--- src/pidl_pkg.sv ---
// shared types, codes and defaults of the positional insert/delete list
// no dependencies
package pidl_pkg;

  localparam int unsigned DEPTH_DEF = 32;
  localparam int unsigned DATA_W    = 32;
  localparam int unsigned POS_W     = 6;

  typedef enum logic [1:0] {
    REQ_INSERT = 2'd0,
    REQ_DELETE = 2'd1,
    REQ_DUMP   = 2'd2,
    REQ_NONE   = 2'd3
  } req_t;

  typedef enum logic [1:0] {
    ST_OK     = 2'd0,
    ST_FULL   = 2'd1,
    ST_EMPTY  = 2'd2,
    ST_BADPOS = 2'd3
  } status_t;

  typedef enum logic [2:0] {
    S_IDLE,
    S_UP,
    S_PLACE,
    S_DN,
    S_DUMP,
    S_RESP
  } state_t;

  typedef struct packed {
    status_t            status;
    logic [DATA_W-1:0]  entry;
    logic [POS_W-1:0]   count;
    logic               last;
  } rsp_t;

endpackage

--- src/pidl_if.sv ---
// request and response channel interfaces of the list
// depends on pidl_pkg
interface pidl_in_if;
  logic                        valid;
  logic                        ready;
  logic [1:0]                  req_type;
  logic [pidl_pkg::POS_W-1:0]  position;
  logic [pidl_pkg::DATA_W-1:0] value;

  modport source (output valid, output req_type, output position, output value, input ready);
  modport sink   (input valid, input req_type, input position, input value, output ready);
endinterface

interface pidl_out_if;
  logic                        valid;
  logic                        ready;
  logic [1:0]                  status;
  logic [pidl_pkg::DATA_W-1:0] entry;
  logic [pidl_pkg::POS_W-1:0]  count;
  logic                        last;

  modport source (output valid, output status, output entry, output count, output last,
                  input ready);
  modport sink   (input valid, input status, input entry, input count, input last,
                  output ready);
endinterface

--- src/positional_insert_delete_list_top.sv ---
// Ordered list of up to DEPTH signed 32-bit entries held in a single-port-write, single-port-read
// synchronous memory. One request is handled at a time. A refused request, a dump of an empty
// list, an insert at the tail and a delete of the last entry go from acceptance straight to the
// response state. An insert at position p moves the entries from the tail down to p up by one and
// then places the value at p; a delete at p moves the entries after p down by one. The memory moves
// one entry per cycle through its one write port. A dump gives one response per cycle after the
// registered read of the first entry, and stalls with the response channel. Responses wait in an
// output register; the next request is taken once the sequencer is back to idle. The list is
// empty after reset, with no clearing pass.
module positional_insert_delete_list_top #(
  parameter int unsigned DEPTH = pidl_pkg::DEPTH_DEF
) (
  input  logic        clk,
  input  logic        rst_n,
  pidl_in_if.sink     in_req,
  pidl_out_if.source  out_rsp
);

  localparam int unsigned AW = $clog2(DEPTH);
  localparam int unsigned CW = $clog2(DEPTH + 1);

  logic                        mem_we;
  logic [AW-1:0]               mem_waddr;
  logic [pidl_pkg::DATA_W-1:0] mem_wdata;
  logic                        mem_re;
  logic [AW-1:0]               mem_raddr;
  logic [pidl_pkg::DATA_W-1:0] mem_rdata;

  pidl_ctrl #(
    .DEPTH (DEPTH),
    .AW    (AW),
    .CW    (CW)
  ) u_ctrl (
    .clk       (clk),
    .rst_n     (rst_n),
    .in_req    (in_req),
    .out_rsp   (out_rsp),
    .mem_we    (mem_we),
    .mem_waddr (mem_waddr),
    .mem_wdata (mem_wdata),
    .mem_re    (mem_re),
    .mem_raddr (mem_raddr),
    .mem_rdata (mem_rdata)
  );

  pidl_mem #(
    .DEPTH (DEPTH),
    .AW    (AW)
  ) u_mem (
    .clk   (clk),
    .we    (mem_we),
    .waddr (mem_waddr),
    .wdata (mem_wdata),
    .re    (mem_re),
    .raddr (mem_raddr),
    .rdata (mem_rdata)
  );

endmodule

--- src/pidl_mem.sv ---
// entry store: one write port, one read port with registered read data
// depends on pidl_pkg
module pidl_mem #(
  parameter int unsigned DEPTH = pidl_pkg::DEPTH_DEF,
  parameter int unsigned AW    = $clog2(DEPTH)
) (
  input  logic                        clk,
  input  logic                        we,
  input  logic [AW-1:0]               waddr,
  input  logic [pidl_pkg::DATA_W-1:0] wdata,
  input  logic                        re,
  input  logic [AW-1:0]               raddr,
  output logic [pidl_pkg::DATA_W-1:0] rdata
);

  logic [pidl_pkg::DATA_W-1:0] mem [DEPTH];
  logic [pidl_pkg::DATA_W-1:0] rdata_r;

  always_ff @(posedge clk) begin
    if (we) begin
      mem[waddr] <= wdata;
    end
  end

  always_ff @(posedge clk) begin
    if (re) begin
      rdata_r <= mem[raddr];
    end
  end

  assign rdata = rdata_r;

endmodule

--- src/pidl_ctrl.sv ---
// request sequencer: checks, shift sweeps through the store, dump and response register
// depends on pidl_pkg and pidl_if
module pidl_ctrl #(
  parameter int unsigned DEPTH = pidl_pkg::DEPTH_DEF,
  parameter int unsigned AW    = $clog2(DEPTH),
  parameter int unsigned CW    = $clog2(DEPTH + 1)
) (
  input  logic                        clk,
  input  logic                        rst_n,
  pidl_in_if.sink                     in_req,
  pidl_out_if.source                  out_rsp,
  output logic                        mem_we,
  output logic [AW-1:0]               mem_waddr,
  output logic [pidl_pkg::DATA_W-1:0] mem_wdata,
  output logic                        mem_re,
  output logic [AW-1:0]               mem_raddr,
  input  logic [pidl_pkg::DATA_W-1:0] mem_rdata
);

  localparam int unsigned CMPW = (CW > pidl_pkg::POS_W) ? CW : pidl_pkg::POS_W;

  pidl_pkg::state_t            state_r, state_nxt;
  logic [CW-1:0]               cnt_r, cnt_nxt;
  logic [AW-1:0]               idx_r, idx_nxt;
  logic [AW-1:0]               pos_r, pos_nxt;
  logic [pidl_pkg::DATA_W-1:0] val_r, val_nxt;
  pidl_pkg::status_t           status_r, status_nxt;
  logic                        out_valid_r;
  pidl_pkg::rsp_t              out_data_r;

  logic                        acc;
  logic                        slot_free;
  logic                        push;
  pidl_pkg::rsp_t              push_data;
  pidl_pkg::req_t              req;
  logic [CMPW-1:0]             pos_c, cnt_c;
  logic                        ins_full, ins_bad, ins_tail;
  logic                        del_empty, del_bad, del_tail;
  logic                        up_done, dn_done, dump_last;

  assign in_req.ready = (state_r == pidl_pkg::S_IDLE);
  assign acc          = in_req.valid && in_req.ready;
  assign slot_free    = !out_valid_r || out_rsp.ready;
  assign req          = pidl_pkg::req_t'(in_req.req_type);

  assign pos_c     = CMPW'(in_req.position);
  assign cnt_c     = CMPW'(cnt_r);
  assign ins_full  = (cnt_r == CW'(DEPTH));
  assign ins_bad   = (pos_c > cnt_c);
  assign ins_tail  = (pos_c == cnt_c);
  assign del_empty = (cnt_r == '0);
  assign del_bad   = (pos_c >= cnt_c);
  assign del_tail  = ((pos_c + 1'b1) == cnt_c);
  assign up_done   = (idx_r == AW'(pos_r + 1'b1));
  assign dn_done   = ((CW'(idx_r) + CW'(2)) == cnt_r);
  assign dump_last = ((CW'(idx_r) + CW'(1)) == cnt_r);

  // next state
  always_comb begin
    state_nxt = state_r;
    unique case (state_r)
      pidl_pkg::S_IDLE: begin
        if (acc) begin
          unique case (req)
            pidl_pkg::REQ_INSERT: begin
              state_nxt = (ins_full || ins_bad || ins_tail) ? pidl_pkg::S_RESP : pidl_pkg::S_UP;
            end
            pidl_pkg::REQ_DELETE: begin
              state_nxt = (del_empty || del_bad || del_tail) ? pidl_pkg::S_RESP : pidl_pkg::S_DN;
            end
            pidl_pkg::REQ_DUMP: begin
              state_nxt = del_empty ? pidl_pkg::S_RESP : pidl_pkg::S_DUMP;
            end
            default: state_nxt = pidl_pkg::S_IDLE;
          endcase
        end
      end
      pidl_pkg::S_UP: begin
        if (up_done) state_nxt = pidl_pkg::S_PLACE;
      end
      pidl_pkg::S_PLACE: state_nxt = pidl_pkg::S_RESP;
      pidl_pkg::S_DN: begin
        if (dn_done) state_nxt = pidl_pkg::S_RESP;
      end
      pidl_pkg::S_DUMP: begin
        if (slot_free && dump_last) state_nxt = pidl_pkg::S_IDLE;
      end
      pidl_pkg::S_RESP: begin
        if (slot_free) state_nxt = pidl_pkg::S_IDLE;
      end
      default: state_nxt = pidl_pkg::S_IDLE;
    endcase
  end

  // store accesses, counters and responses
  always_comb begin
    mem_we     = 1'b0;
    mem_waddr  = idx_r;
    mem_wdata  = mem_rdata;
    mem_re     = 1'b0;
    mem_raddr  = idx_r;
    cnt_nxt    = cnt_r;
    idx_nxt    = idx_r;
    pos_nxt    = pos_r;
    val_nxt    = val_r;
    status_nxt = status_r;
    push       = 1'b0;
    push_data  = '{status: pidl_pkg::ST_OK, entry: '0,
                   count: pidl_pkg::POS_W'(cnt_r), last: 1'b1};
    unique case (state_r)
      pidl_pkg::S_IDLE: begin
        if (acc) begin
          pos_nxt = AW'(in_req.position);
          val_nxt = in_req.value;
          unique case (req)
            pidl_pkg::REQ_INSERT: begin
              status_nxt = pidl_pkg::ST_OK;
              if (ins_full) begin
                status_nxt = pidl_pkg::ST_FULL;
              end else if (ins_bad) begin
                status_nxt = pidl_pkg::ST_BADPOS;
              end else if (ins_tail) begin
                mem_we    = 1'b1;
                mem_waddr = AW'(in_req.position);
                mem_wdata = in_req.value;
                cnt_nxt   = cnt_r + 1'b1;
              end else begin
                idx_nxt   = AW'(cnt_r);
                mem_re    = 1'b1;
                mem_raddr = AW'(cnt_r - 1'b1);
              end
            end
            pidl_pkg::REQ_DELETE: begin
              status_nxt = pidl_pkg::ST_OK;
              if (del_empty) begin
                status_nxt = pidl_pkg::ST_EMPTY;
              end else if (del_bad) begin
                status_nxt = pidl_pkg::ST_BADPOS;
              end else if (del_tail) begin
                cnt_nxt = cnt_r - 1'b1;
              end else begin
                idx_nxt   = AW'(in_req.position);
                mem_re    = 1'b1;
                mem_raddr = AW'(in_req.position) + 1'b1;
              end
            end
            pidl_pkg::REQ_DUMP: begin
              status_nxt = pidl_pkg::ST_EMPTY;
              if (!del_empty) begin
                status_nxt = pidl_pkg::ST_OK;
                idx_nxt    = '0;
                mem_re     = 1'b1;
                mem_raddr  = '0;
              end
            end
            default: status_nxt = status_r;
          endcase
        end
      end
      pidl_pkg::S_UP: begin
        mem_we    = 1'b1;
        mem_waddr = idx_r;
        mem_wdata = mem_rdata;
        if (!up_done) begin
          mem_re    = 1'b1;
          mem_raddr = idx_r - 1'b1 - 1'b1;
          idx_nxt   = idx_r - 1'b1;
        end
      end
      pidl_pkg::S_PLACE: begin
        mem_we    = 1'b1;
        mem_waddr = pos_r;
        mem_wdata = val_r;
        cnt_nxt   = cnt_r + 1'b1;
      end
      pidl_pkg::S_DN: begin
        mem_we    = 1'b1;
        mem_waddr = idx_r;
        mem_wdata = mem_rdata;
        if (dn_done) begin
          cnt_nxt = cnt_r - 1'b1;
        end else begin
          mem_re    = 1'b1;
          mem_raddr = idx_r + 1'b1 + 1'b1;
          idx_nxt   = idx_r + 1'b1;
        end
      end
      pidl_pkg::S_DUMP: begin
        if (slot_free) begin
          push      = 1'b1;
          push_data = '{status: pidl_pkg::ST_OK, entry: mem_rdata,
                        count: pidl_pkg::POS_W'(cnt_r), last: dump_last};
          if (!dump_last) begin
            mem_re    = 1'b1;
            mem_raddr = idx_r + 1'b1;
            idx_nxt   = idx_r + 1'b1;
          end
        end
      end
      pidl_pkg::S_RESP: begin
        if (slot_free) begin
          push      = 1'b1;
          push_data = '{status: status_r, entry: '0,
                        count: pidl_pkg::POS_W'(cnt_r), last: 1'b1};
        end
      end
      default: push = 1'b0;
    endcase
  end

  always_ff @(posedge clk) begin
    if (!rst_n) begin
      state_r     <= pidl_pkg::S_IDLE;
      cnt_r       <= '0;
      out_valid_r <= 1'b0;
    end else begin
      state_r <= state_nxt;
      cnt_r   <= cnt_nxt;
      if (push) begin
        out_valid_r <= 1'b1;
      end else if (out_rsp.ready) begin
        out_valid_r <= 1'b0;
      end
    end
  end

  always_ff @(posedge clk) begin
    idx_r    <= idx_nxt;
    pos_r    <= pos_nxt;
    val_r    <= val_nxt;
    status_r <= status_nxt;
    if (push) begin
      out_data_r <= push_data;
    end
  end

  assign out_rsp.valid  = out_valid_r;
  assign out_rsp.status = out_data_r.status;
  assign out_rsp.entry  = out_data_r.entry;
  assign out_rsp.count  = out_data_r.count;
  assign out_rsp.last   = out_data_r.last;

endmodule

--- src/flat_wrapper.sv ---
// flat-port wrapper written by rule: the top's interface ports become plain ports
module positional_insert_delete_list_top_flat 
#(
  parameter int unsigned DEPTH = pidl_pkg::DEPTH_DEF
)
  (clk, rst_n, in_req_valid, in_req_req_type, in_req_position, in_req_value, in_req_ready, out_rsp_valid, out_rsp_status, out_rsp_entry, out_rsp_count, out_rsp_last, out_rsp_ready);
  pidl_in_if in_req_i ();
  pidl_out_if out_rsp_i ();
  input  logic clk;
  input  logic rst_n;
  input wire logic [$bits(in_req_i.valid)-1:0] in_req_valid;
  input wire logic [$bits(in_req_i.req_type)-1:0] in_req_req_type;
  input wire logic [$bits(in_req_i.position)-1:0] in_req_position;
  input wire logic [$bits(in_req_i.value)-1:0] in_req_value;
  output wire logic [$bits(in_req_i.ready)-1:0] in_req_ready;
  output wire logic [$bits(out_rsp_i.valid)-1:0] out_rsp_valid;
  output wire logic [$bits(out_rsp_i.status)-1:0] out_rsp_status;
  output wire logic [$bits(out_rsp_i.entry)-1:0] out_rsp_entry;
  output wire logic [$bits(out_rsp_i.count)-1:0] out_rsp_count;
  output wire logic [$bits(out_rsp_i.last)-1:0] out_rsp_last;
  input wire logic [$bits(out_rsp_i.ready)-1:0] out_rsp_ready;
  assign in_req_i.valid = in_req_valid;
  assign in_req_i.req_type = in_req_req_type;
  assign in_req_i.position = in_req_position;
  assign in_req_i.value = in_req_value;
  assign in_req_ready = in_req_i.ready;
  assign out_rsp_valid = out_rsp_i.valid;
  assign out_rsp_status = out_rsp_i.status;
  assign out_rsp_entry = out_rsp_i.entry;
  assign out_rsp_count = out_rsp_i.count;
  assign out_rsp_last = out_rsp_i.last;
  assign out_rsp_i.ready = out_rsp_ready;
  positional_insert_delete_list_top #(.DEPTH(DEPTH)) u_core (.clk(clk), .rst_n(rst_n), .in_req(in_req_i), .out_rsp(out_rsp_i));
endmodule
--- config.mk ---
export PLATFORM = sky130hd
export DESIGN_NAME = positional_insert_delete_list_top_flat
export DESIGN_NICKNAME = d
export VERILOG_FILES = /design/src/pidl_pkg.sv /design/src/pidl_if.sv /design/src/positional_insert_delete_list_top.sv /design/src/pidl_mem.sv /design/src/pidl_ctrl.sv /design/src/flat_wrapper.sv
export SDC_FILE = /design/constraint.sdc
export NUM_CORES = 1
export LEC_CHECK = 0
export BUFFER_PORTS_ARGS = -buffer_cell sky130_fd_sc_hd__buf_2
export CAP_MARGIN = 0
export CORE_ASPECT_RATIO = 0.75
export CORE_MARGIN = 3
export CORE_UTILIZATION = 55
export CTS_CLUSTER_SIZE = 16
export DETAILED_ROUTE_END_ITERATION = 7
export PLACE_DENSITY = 0.75
export SYNTH_ARGS = -nofsm -noshare
export SYNTH_HDL_FRONTEND = slang
export SYNTH_SLANG_ARGS = --single-unit
export TNS_END_PERCENT = 1
--- constraint.sdc ---
create_clock -name clk -period 6 [get_ports clk]
set_input_delay 1.2 -clock clk [delete_from_list [all_inputs] [get_ports clk]]
set_output_delay 1.2 -clock clk [all_outputs]
set_load 0.01 [all_outputs]
---- Word-level counts from Yosys, hierarchy flattened ----
Memory sizes are Yosys's and may differ from the RTL's. A register that Yosys moved wholly into a read port is not among the register bits.
Index checks and enable logic that the tools add are counted.
storage, ports and cells
  memory bits (writable) .................. 1024
  memories ................................ 1
  word-level logic and storage cells ...... 169
  flip-flop bits (word level) ............. 95
memories
  name              depth  width  read ports  clocked after Yosys merged registers in  write ports  line            RTL
  u_core.u_mem.mem  32     32     1           1                                        1            pidl_mem.sv:16  logic [pidl_pkg::DATA_W-1:0] mem [DEPTH];
operators by class
  equality and inequality tests ........... 30
  $add $sub $neg .......................... 11
  mux-type cells .......................... 92
  order comparisons ....................... 2
  reductions and logical operators ........ 22
operator list
  operator             number
  $mux 32              5
  $mux 5               26
  $pmux 41 s2          1
  $pmux 32 s2          1
  $mux 6               8
  $mux 41              1
  $pmux 5 s4           2
  $mux 39              1
  $pmux 5 s3           2
  $eq 6x6->1           4
  $mux 1               24
  $ne 3x3->1 const B   8
  $mux 3               7
  $add 5x1->5 const B  4
  $pmux 3 s6           1
  $pmux 6 s3           1
  $add 6x1->6 const B  2
  $ne 2x2->1 const B   6
  $pmux 6 s2           1
  $reduce_and 11->1    1
  $mux 2               5
  $pmux 5 s2           1
  $reduce_and 10->1    1
  $sub 5x1->5 const B  2
  34 further kinds     42

---- Depth between registers and ports, before layout ----
Gate-level depths: netlist of run 1.
  word-level depth ........................ 9
  depth in mapped cells ................... 19

---- Modules after synthesis ----
A second synthesis of run 1 with hierarchy kept.
unflattened totals
  cell total of the unflattened synthesis .. 2963
  area total of the unflattened synthesis .. 47167.7 um^2
modules (own cells, without submodules)
  module     seq. area each (um^2)  cells each  instances  area an instance (um^2)
  pidl_mem   31710.4                2260        1          40812.9
  pidl_ctrl  2752.6                 703         1          6354.8

---- Worst setup path before layout of run 1 ----
No wires, ideal clock.
  kind .................................... input to register
  start point ............................. input in_req_valid
  end point ............................... memory u_core.u_mem.mem[10][0] (netlist name), enable pin
  library setup time ...................... 0.421 ns
  required time ........................... 5.579 ns
  arrival time ............................ 5.015 ns
  setup slack ............................. 0.563 ns
  stages on the path ...................... 10
  path buffers ............................ 2
  path through ............................ and3_1 and3_1 clkbuf_1 clkbuf_1 nand2_1 o211ai_1 o221ai_1 nor2_1 o21ai_0 nor2_1
on the way
  word-level cells in the longest chain between the ends .. 5
  elaborated cells between the ends (all ways) .. 7
  classes of those cells .................. 6 x mux; 1 x reduce/logical
RTL lines
  element                       line                RTL
  from (decl)                   flat_wrapper.sv:11  input wire logic [$bits(in_req_i.valid)-1:0] in_req_valid;
  $logic_and 1x1->1 *           pidl_ctrl.sv:42     assign acc = in_req.valid && in_req.ready;
  $mux 1                        pidl_ctrl.sv:112    if (acc) begin
  $pmux 1 s2                    pidl_ctrl.sv:110    unique case (state_r)
  $mux 1                        pidl_mem.sv:20      if (we) begin
  $mux 1 (implied by the code)  pidl_mem.sv:21      mem[waddr] <= wdata;
  to (decl)                     pidl_mem.sv:16
Mark *: on every way between the ends. The rest lies on a longest branch, timed or not.

---- Final worst setup path of run 1 ----
  start point ............................. register u_core.u_ctrl.cnt_r[1], in the netlist u_core.u_ctrl.cnt_c[1]
  end point ............................... register u_core.u_mem.rdata_r, in the netlist u_core.u_mem.rdata[19], read port of u_core.u_mem.mem (data pin)
on the way
  word-level cells in the longest chain between the ends .. 7
  elaborated cells between the ends (all ways) .. 35
  classes of those cells .................. 1 x add/sub; 2 x order compare; 5 x eq/ne; 26 x mux; 1 x reduce/logical
RTL lines
  element                                          line              RTL
  from (decl)                                      pidl_ctrl.sv:23   logic [CW-1:0] cnt_r, cnt_nxt;
  from (signal assigned)                           pidl_ctrl.sv:218  cnt_r <= cnt_nxt;
  $sub 6x1->6, or another cell as far along        n/a
  $mux 5, or another cell as far along             pidl_ctrl.sv:122  end else if (ins_tail) begin
  $mux 5, or another cell as far along             pidl_ctrl.sv:120  end else if (ins_bad) begin
  $mux 5, or another cell as far along             pidl_ctrl.sv:118  if (ins_full) begin
  $pmux 5 s3 / $pmux 1 s3 (equally long branches)  pidl_ctrl.sv:115  unique case (req)
  $mux 5 / $mux 1 (equally long branches)          pidl_ctrl.sv:112
  $pmux 5 s4 / $pmux 1 s4 (equally long branches)  pidl_ctrl.sv:110
  to (decl)                                        pidl_mem.sv:17    logic [pidl_pkg::DATA_W-1:0] rdata_r;
Parallel ways exist; a longest one is shown, timed or not.
A chain may end at the register's enable or synchronous reset.

==> results of run 1 <==
## through the flow
| step | cell area [um2] | power, uW | instances |
|---|---|---|---|
| 2_1_floorplan | 47060 | 22150 | 2772 |
| 3_3_place_gp | 49900 | 26480 | 3952 |
| 5_1_grt | 53550 | 35400 | 4155 |
| 3_5_place_dp | 49900 | 26920 | 3952 |
| 4_1_cts | 53530 | 33910 | 4155 |
| 6_report | 53550 | 33980 | 4155 |
## worst max-delay path, stage by stage (launching register included)
cell	delay, ps
dfxtp_1	690
inv_1	230
ha_1	370
and4b_1	230
o221ai_2	170
and2_4	200
o211ai_2	150
a2111oi_2	620
o221ai_1	200
a222oi_1	670
nor2_2	110
nand2_2	450
buf_4	320
o22ai_1	130
nor4_1	390
## power groups by stage
| stage | clock (uW) | sequential, uW | combinational [uW] |
|---|---|---|---|
| floorplan | 0 | 11900 | 10300 |
| global placement | 0 | 12000 | 14500 |
| detailed placement | 0 | 12000 | 14900 |
| CTS | 7050 | 11900 | 15000 |
| global route | 7380 | 11900 | 16100 |
| finish | 6970 | 11900 | 15100 |
## metal layers
layer	global-route usage, %	wire length, um	up-vias
met2	40.02	54030	1567
met5	0	0	-
met1	39.65	49430	13829
met3	5.560	12190	244
li1	-	-	11444
met4	8.730	3699	0
## cell usage after synthesis, drive strengths merged (2+ instances only)
cell,n
or2,5
o21ba,2
o22ai,104
mux2i,453
clkbuf,64
and4,3
a21oi,149
o31ai,3
a21boi,6
a31oi,5
edfxtp,1141
o211ai,9
nand3,19
a31o,3
and2,44
nor3b,2
o21ai,22
a22oi,4
a211o,5
nor2b,7
nor2,63
or3,3
o21a,2
nand4,4
nor4,34
a41oi,2
inv,20
a311oi,4
a211oi,75
and3,8
xnor2,35
nand2b,7
o221ai,5
a221oi,66
ha,21
nand3b,3
mux2,2
mux4,64
a21o,3
dfxtp,10
nor3,14
buf,110
xor2,12
nand2,140
## layout by cell type (no fill, tap or decap), types with 17 or more instances in the layout
master        n
nor2_1       26
mux2i_1     453
mux4_2       64
nand2_1     137
a221oi_1     66
and2_1       42
buf_12       34
a21oi_2      29
xnor2_1      35
ha_1         21
clkinv_1     21
nor2_4       35
a211oi_1     74
a21oi_1     117
clkbuf_1     17
inv_1        19
buf_4       106
nand3_1      19
nor4_1       34
clkinv_2     28
buf_2        86
o21ai_0      21
clkbuf_16   108
edfxtp_1   1141
o22ai_1     104
## worst min-delay path by stage
| stage | from | endpoint | cells past startpoint |
|---|---|---|---|
| after floorplan | u_core.u_ctrl.cnt_c[4] | u_core.u_ctrl.out_rsp.count[4] | 0 |
| after global placement | u_core.u_ctrl.status_r[1] | u_core.u_ctrl.out_rsp.status[1] | 1 |
| after detailed placement | u_core.u_ctrl.status_r[1] | u_core.u_ctrl.out_rsp.status[1] | 1 |
| after CTS | u_core.u_ctrl.status_r[1] | u_core.u_ctrl.out_rsp.status[1] | 1 |
| after global routing | u_core.u_ctrl.status_r[1] | u_core.u_ctrl.out_rsp.status[1] | 1 |
| final | u_core.u_ctrl.status_r[0] | u_core.u_ctrl.out_rsp.status[0] | 1 |
## cell families after synthesis
kind of cell | count (synthesis)
buffers and inverters | 194
multiplexers | 519
flip-flops | 1151
adder cells (fa/ha/maj) | 21
XOR/XNOR | 48
AO/OA/AOI/OAI | 478
AND/OR/NAND/NOR | 361
## sequential cells by signal, summed over array words and instances, names as in the netlist, 3 cells and up
name	count
u_core.u_mem.mem	1024
u_core.u_ctrl.out_rsp.count	6
u_core.u_ctrl.cnt_c	6
u_core.u_ctrl.idx_r	5
u_core.u_ctrl.val_r	32
u_core.u_ctrl.out_rsp.entry	32
u_core.u_ctrl.state_r	3
u_core.u_mem.rdata	32
u_core.u_ctrl.pos_r	5
## layout make-up
type	instances	area share (%)
clock buffers	125	5.166
multi-input cells	1427	22.52
flip-flops and latches	1151	64.35
well taps	1128	2.635
clock inverters	78	1.621
repair buffers	226	3.561
inverters	20	0.1402
==> flow_metrics.env, run 1 <==
export IMPL_cts_tree="done"
export IMPL_postCtsSetupRepairBufs=0
export IMPL_async_reset_ff_share_pct=0
export IMPL_grt_pass1_vias=26507
export IMPL_fmax_mhz=193.8
export IMPL_drt_initial_drc_count=3104
export IMPL_power_frac_seq_pct=34.9
export IMPL_place_hpwl_um=71510
export IMPL_crit_path_start_kind="register"
export IMPL_endpoint_kind="register"
export IMPL_synth_distinct_cells=72
export IMPL_routabilityCongestion=0.8823
export IMPL_area_delta_synth_final_pct=13.81
export IMPL_viasPerCell=6.518
export IMPL_hold_violations=0
export IMPL_avgSynthCellArea_um2=16.98
export IMPL_cts_buffers=107
export IMPL_clockRootBuffer="clkbuf_16"
export IMPL_drv_cap=0
export IMPL_crit_end="u_core.u_mem.rdata[19]"
export IMPL_intPower_uw=20990
export IMPL_dr_pass1_iters=6
export IMPL_finalSetupTns_ps=0
export IMPL_arrival_ps=5640
export IMPL_boundaryPins=87
export IMPL_clock_skew_ps=34.34
export IMPL_antenna_left=0
export IMPL_hp_class="register to register"
export IMPL_switching_share_pct=38.24
export IMPL_timing_rr_end="u_core.u_mem.rdata[19]"
export IMPL_status="completed"
export IMPL_synth_ff_type="edfxtp_1"
export IMPL_drc=0
export IMPL_criticalPathCategory="register to register"
export IMPL_maxSlewHeadroom_pct=11.35
export IMPL_start_util_pct=55.77
export IMPL_comb_power_share_pct=44.6
export IMPL_rsz0062_at_grt="false"
export IMPL_antenna_found_initial=0
export IMPL_ir_drop_v=0.0008605
export IMPL_synth_edff_count=1141
export IMPL_clkTransAtPathRegs_ps=60
export IMPL_synth_top_area_cell="edfxtp_1"
export IMPL_synthAdderAreaFrac_pct=0.5584
export IMPL_chipHeight_um=259.3
export IMPL_synth_seq_cells=1151
export IMPL_rrSetupSlack_ps=840
export IMPL_fin_nets=2998
export IMPL_cts_resized_gates=0
export IMPL_rows=92
export IMPL_seq_area_um2=34460
export IMPL_rr_worst_depth=14
export IMPL_multiInputGateArea_um2=12060
export IMPL_worst_pin_slew_ps=1330
export IMPL_dr_total_vias=27084
export IMPL_synth_area_mux_share_pct=12.75
export IMPL_dieWidth_um=343.8
export IMPL_diodes=0
export IMPL_cts_path_max_buffers=3
export IMPL_synth_xor_area_share_pct=0.9253
export IMPL_syn_inst=2772
export IMPL_cts_sinks=1151
export IMPL_numPortBuffers=86
export IMPL_synthSimpleGateAreaFrac_pct=3.728
export IMPL_holdWs_ps=575.4
export IMPL_crit_start="u_core.u_ctrl.cnt_c[1]"
export IMPL_die_area_um2=89140
export IMPL_ctsHoldBuffers=0
export IMPL_synth_nets=2837
export IMPL_required_ps=6480
export IMPL_wl_per_cell_um=28.72
export IMPL_setup_ws_ps=841.1
export IMPL_report_final_slew_viol_count=0
export IMPL_min_period_ps=5159
export IMPL_yosysWarnings=0
export IMPL_worstReg2RegStart="u_core.u_ctrl.cnt_c[1]"
export IMPL_power_density_nw_per_um2=634.6
export IMPL_period_share_pct=85.98
export IMPL_clk_latency_ps=700
export IMPL_synth_top_area_share_pct=72.81
export IMPL_place_ws_ps=398.3
export IMPL_yosys_top_cells_area="edfxtp_1 73%, mux2i_1 9.6%, mux4_2 3.1%, a21oi_1 1.6%, o22ai_1 1.4%"
export IMPL_htree_levels=3
export IMPL_ys_seq_area_share_pct=73.24
export IMPL_core_area_um2=84380
export IMPL_track_usage_pct=26.74
export IMPL_postLayoutCoreUtil_pct=63.47
export IMPL_netSwitchingPower_uw=12990
export IMPL_crit_path_max_fanout=13
export IMPL_grt_max_degree=74
export IMPL_grt_pass1_wl_um=175600
export IMPL_drive_above_1_share_pct=18.20
export IMPL_grt_overflow_total=0
export IMPL_setup_viol=0
export IMPL_synth_compound_area_share_pct=6.754
export IMPL_nFillCells=5709
export IMPL_clock_power_share_pct=20.5
export IMPL_drt_wl_total_um=119400
export IMPL_synth_top_family_by_area="multiplexers"
export IMPL_syn_cell_area_um2=47060
export IMPL_p_leak_uw=0.01814
(Power assumes the default switching activity.)
==> inputs of run 2 (changes only) <==
--- a/config.mk
+++ b/config.mk
@@ -9,11 +9,11 @@
 export CAP_MARGIN = 0
 export CORE_ASPECT_RATIO = 0.75
 export CORE_MARGIN = 3
-export CORE_UTILIZATION = 55
+export CORE_UTILIZATION = 41
 export CTS_CLUSTER_SIZE = 16
 export DETAILED_ROUTE_END_ITERATION = 7
-export PLACE_DENSITY = 0.75
+export PLACE_DENSITY = 0.6
 export SYNTH_ARGS = -nofsm -noshare
 export SYNTH_HDL_FRONTEND = slang
 export SYNTH_SLANG_ARGS = --single-unit
-export TNS_END_PERCENT = 1
+export TNS_END_PERCENT = 50
==> constraint.sdc (replaced) <==
create_clock -name clk -period 5 [get_ports clk]
set_input_delay 1 -clock clk [delete_from_list [all_inputs] [get_ports clk]]
set_output_delay 1 -clock clk [all_outputs]
set_load 0.01 [all_outputs]
==> run 2 against run 1 <==
Effect of this change:
- final cell count is 13% higher
- largest cell class unchanged
- maximum frequency is 6.3% higher
- core utilization is 14 points lower
- critical path depth is 3 higher
- count of clock-buffer cells in the layout is 3 higher
- sequential power is 20% higher
- total power is 28% higher
- worst setup slack worse by 690 ps
- register-to-register slack worse by 690 ps
- via count is 1.2% higher
- clock skew is 6.2 ps higher
==> flow_metrics.env, run 2 (synthesis results as in run 1) <==
export IMPL_status="completed"
export IMPL_antenna_found_initial=7
export IMPL_fin_nets=3161
export IMPL_setup_viol=0
export IMPL_cts_tree="done"
export IMPL_setup_ws_ps=148.1
export IMPL_power_density_nw_per_um2=782.9
export IMPL_worst_pin_slew_ps=1134
export IMPL_start_util_pct=41.79
export IMPL_nFillCells=9229
export IMPL_final_common_cell="edfxtp_1"
export IMPL_wl_met1_um=57870
export IMPL_power_frac_seq_pct=32.9
export IMPL_dr_wl_met2_um=57250
export IMPL_track_usage_pct=22.00
export IMPL_dr_total_vias=27410
export IMPL_p_leak_uw=0.01892
export IMPL_boundaryPins=87
export IMPL_antenna_left=0
export IMPL_holdWs_ps=467.1
export IMPL_largest_register_ffs=1024
export IMPL_chipHeight_um=299.4
export IMPL_grt_pass1_wl_um=190300
export IMPL_required_ps=5470
export IMPL_cts_sinks=1151
export IMPL_worstReg2RegStart="u_core.u_ctrl.cnt_c[3]"
export IMPL_place_ws_ps=-435.5
export IMPL_cts_path_max_buffers=3
export IMPL_report_final_slew_viol_count=0
export IMPL_switching_share_pct=39.10
export IMPL_clock_power_share_pct=19.0
export IMPL_dieWidth_um=397.2
export IMPL_maxSlewHeadroom_pct=24.37
export IMPL_route_top_layer_used="met5"
export IMPL_met3WireLength_um=14440
export IMPL_hold_violations=0
export IMPL_viasPerCell=5.836
export IMPL_most_common_layout_cells="1141 x edfxtp_1, 453 x mux2i_1, 251 x buf_4"
export IMPL_place_hpwl_um=82540
export IMPL_final_cell_area_um2=55410
export IMPL_numPortBuffers=86
export IMPL_period_share_pct=97.04
export IMPL_drt_wl_total_um=132600
export IMPL_intPower_uw=26420
export IMPL_ir_drop_v=0.0005951
export IMPL_crit_path_max_fanout=18
export IMPL_rsz0062_at_grt="false"
export IMPL_clkTransAtPathRegs_ps=70
export IMPL_drt_initial_drc_count=3185
export IMPL_place_area_um2=51830
export IMPL_grt_max_degree=55
export IMPL_grt_overflow_total=0
export IMPL_regMostFlops="u_core.u_mem.mem"
export IMPL_endpoint_kind="register"
export IMPL_netSwitchingPower_uw=16960
export IMPL_hp_class="input pin to register"
export IMPL_htree_levels=3
export IMPL_postCtsSetupRepairBufs=0
export IMPL_grt_pass1_vias=26932
export IMPL_clockRootBuffer="clkbuf_16"
export IMPL_crit_start="u_core.u_ctrl.cnt_c[3]"
export IMPL_dr_pass1_iters=5
export IMPL_wl_per_cell_um=28.23
export IMPL_drc=0
export IMPL_area_delta_synth_final_pct=17.76
export IMPL_die_area_um2=118900
export IMPL_clk_latency_ps=730
export IMPL_rows=106
export IMPL_fmax_mhz=206.1
export IMPL_holdCritStartpoint="in_req_value[2]"
export IMPL_drive_above_1_share_pct=22.36
export IMPL_drv_cap=0
export IMPL_cts_buffers=108
export IMPL_routabilityCongestion=0.9039
export IMPL_crit_path_start_kind="register"
export IMPL_clock_skew_ps=40.51
export IMPL_core_area_um2=112600
export IMPL_arrival_ps=5330
export IMPL_comb_power_share_pct=48.1
export IMPL_min_period_ps=4852
export IMPL_criticalPathCategory="register to register"
## run 2: path summary, 6_finish.rpt
path | slack [ps] | endpoint | cells past startpoint
max reg2reg | 150 | u_core.u_mem.rdata[7] | 17
min reg2reg | 580 | u_core.u_ctrl.out_rsp.status[0] | 1
max | 150 | u_core.u_mem.rdata[7] | 17
min | 470 | u_core.u_ctrl.val_r[2] | 1
## run 2: final cells by class
cell class	instances	area [um2]	share of cell area, %
multi-input cells	1427	12120	21.87
clock inverters	70	726.9	1.312
inverters	20	75.07	0.1355
well taps	1512	1892	3.414
flip-flops and latches	1151	34460	62.19
repair buffers	388	3336	6.020
diodes	1	2.502	0.004516
clock buffers	128	2799	5.051
## run 2: power by group through the flow
stage	logic [uW]	registers (uW)	clock network (uW)
after floorplan	12400	14200	0
after global placement	20100	14400	0
after detailed placement	20500	14500	0
after CTS	20600	14300	8360
after global routing	22100	14300	8770
final	20900	14300	8230
## run 2: repair_timing
action / CTS / global route
setup endpoints to repair: 0 / 12
hold endpoints to repair: 0 / 0
hold buffers: 0 / 0
resized for setup: 0 / 7
## run 2: layer usage
| metal | up-vias | global-route usage, % |
|---|---|---|
| li1 | 11781 | - |
| met5 | - | 0.7711 |
| met4 | 4 | 5.284 |
| met2 | 1368 | 31.93 |
| met1 | 14057 | 32.34 |
| met3 | 200 | 6.697 |
## run 2: per-stage QoR
stage | setup TNS [ps] | util (%) | std cells | power (uW)
2_1_floorplan | -96450 | - | 2772 | 26590
3_3_place_gp | -5212 | 46.03 | 4498 | 34570
3_5_place_dp | -4873 | 46.03 | 4498 | 34990
4_1_cts | 0 | 49.16 | 4696 | 43210
5_1_grt | 0 | 49.21 | 4696 | 45230
6_report | 0 | 49.21 | 4697 | 43380
## run 2: worst max-delay path: stages, from the launching register on
cell       delay [ps]
dfxtp_1           320
inv_1             260
ha_1              320
a211o_1           290
o221ai_2          190
and2_4            200
o211ai_2          110
a2111oi_2         480
buf_4             190
buf_4             110
o221ai_1          100
a222oi_1          480
buf_4             240
nor2_2             60
nand2_2           100
buf_4             360
o22ai_1           280
nor4_2            510
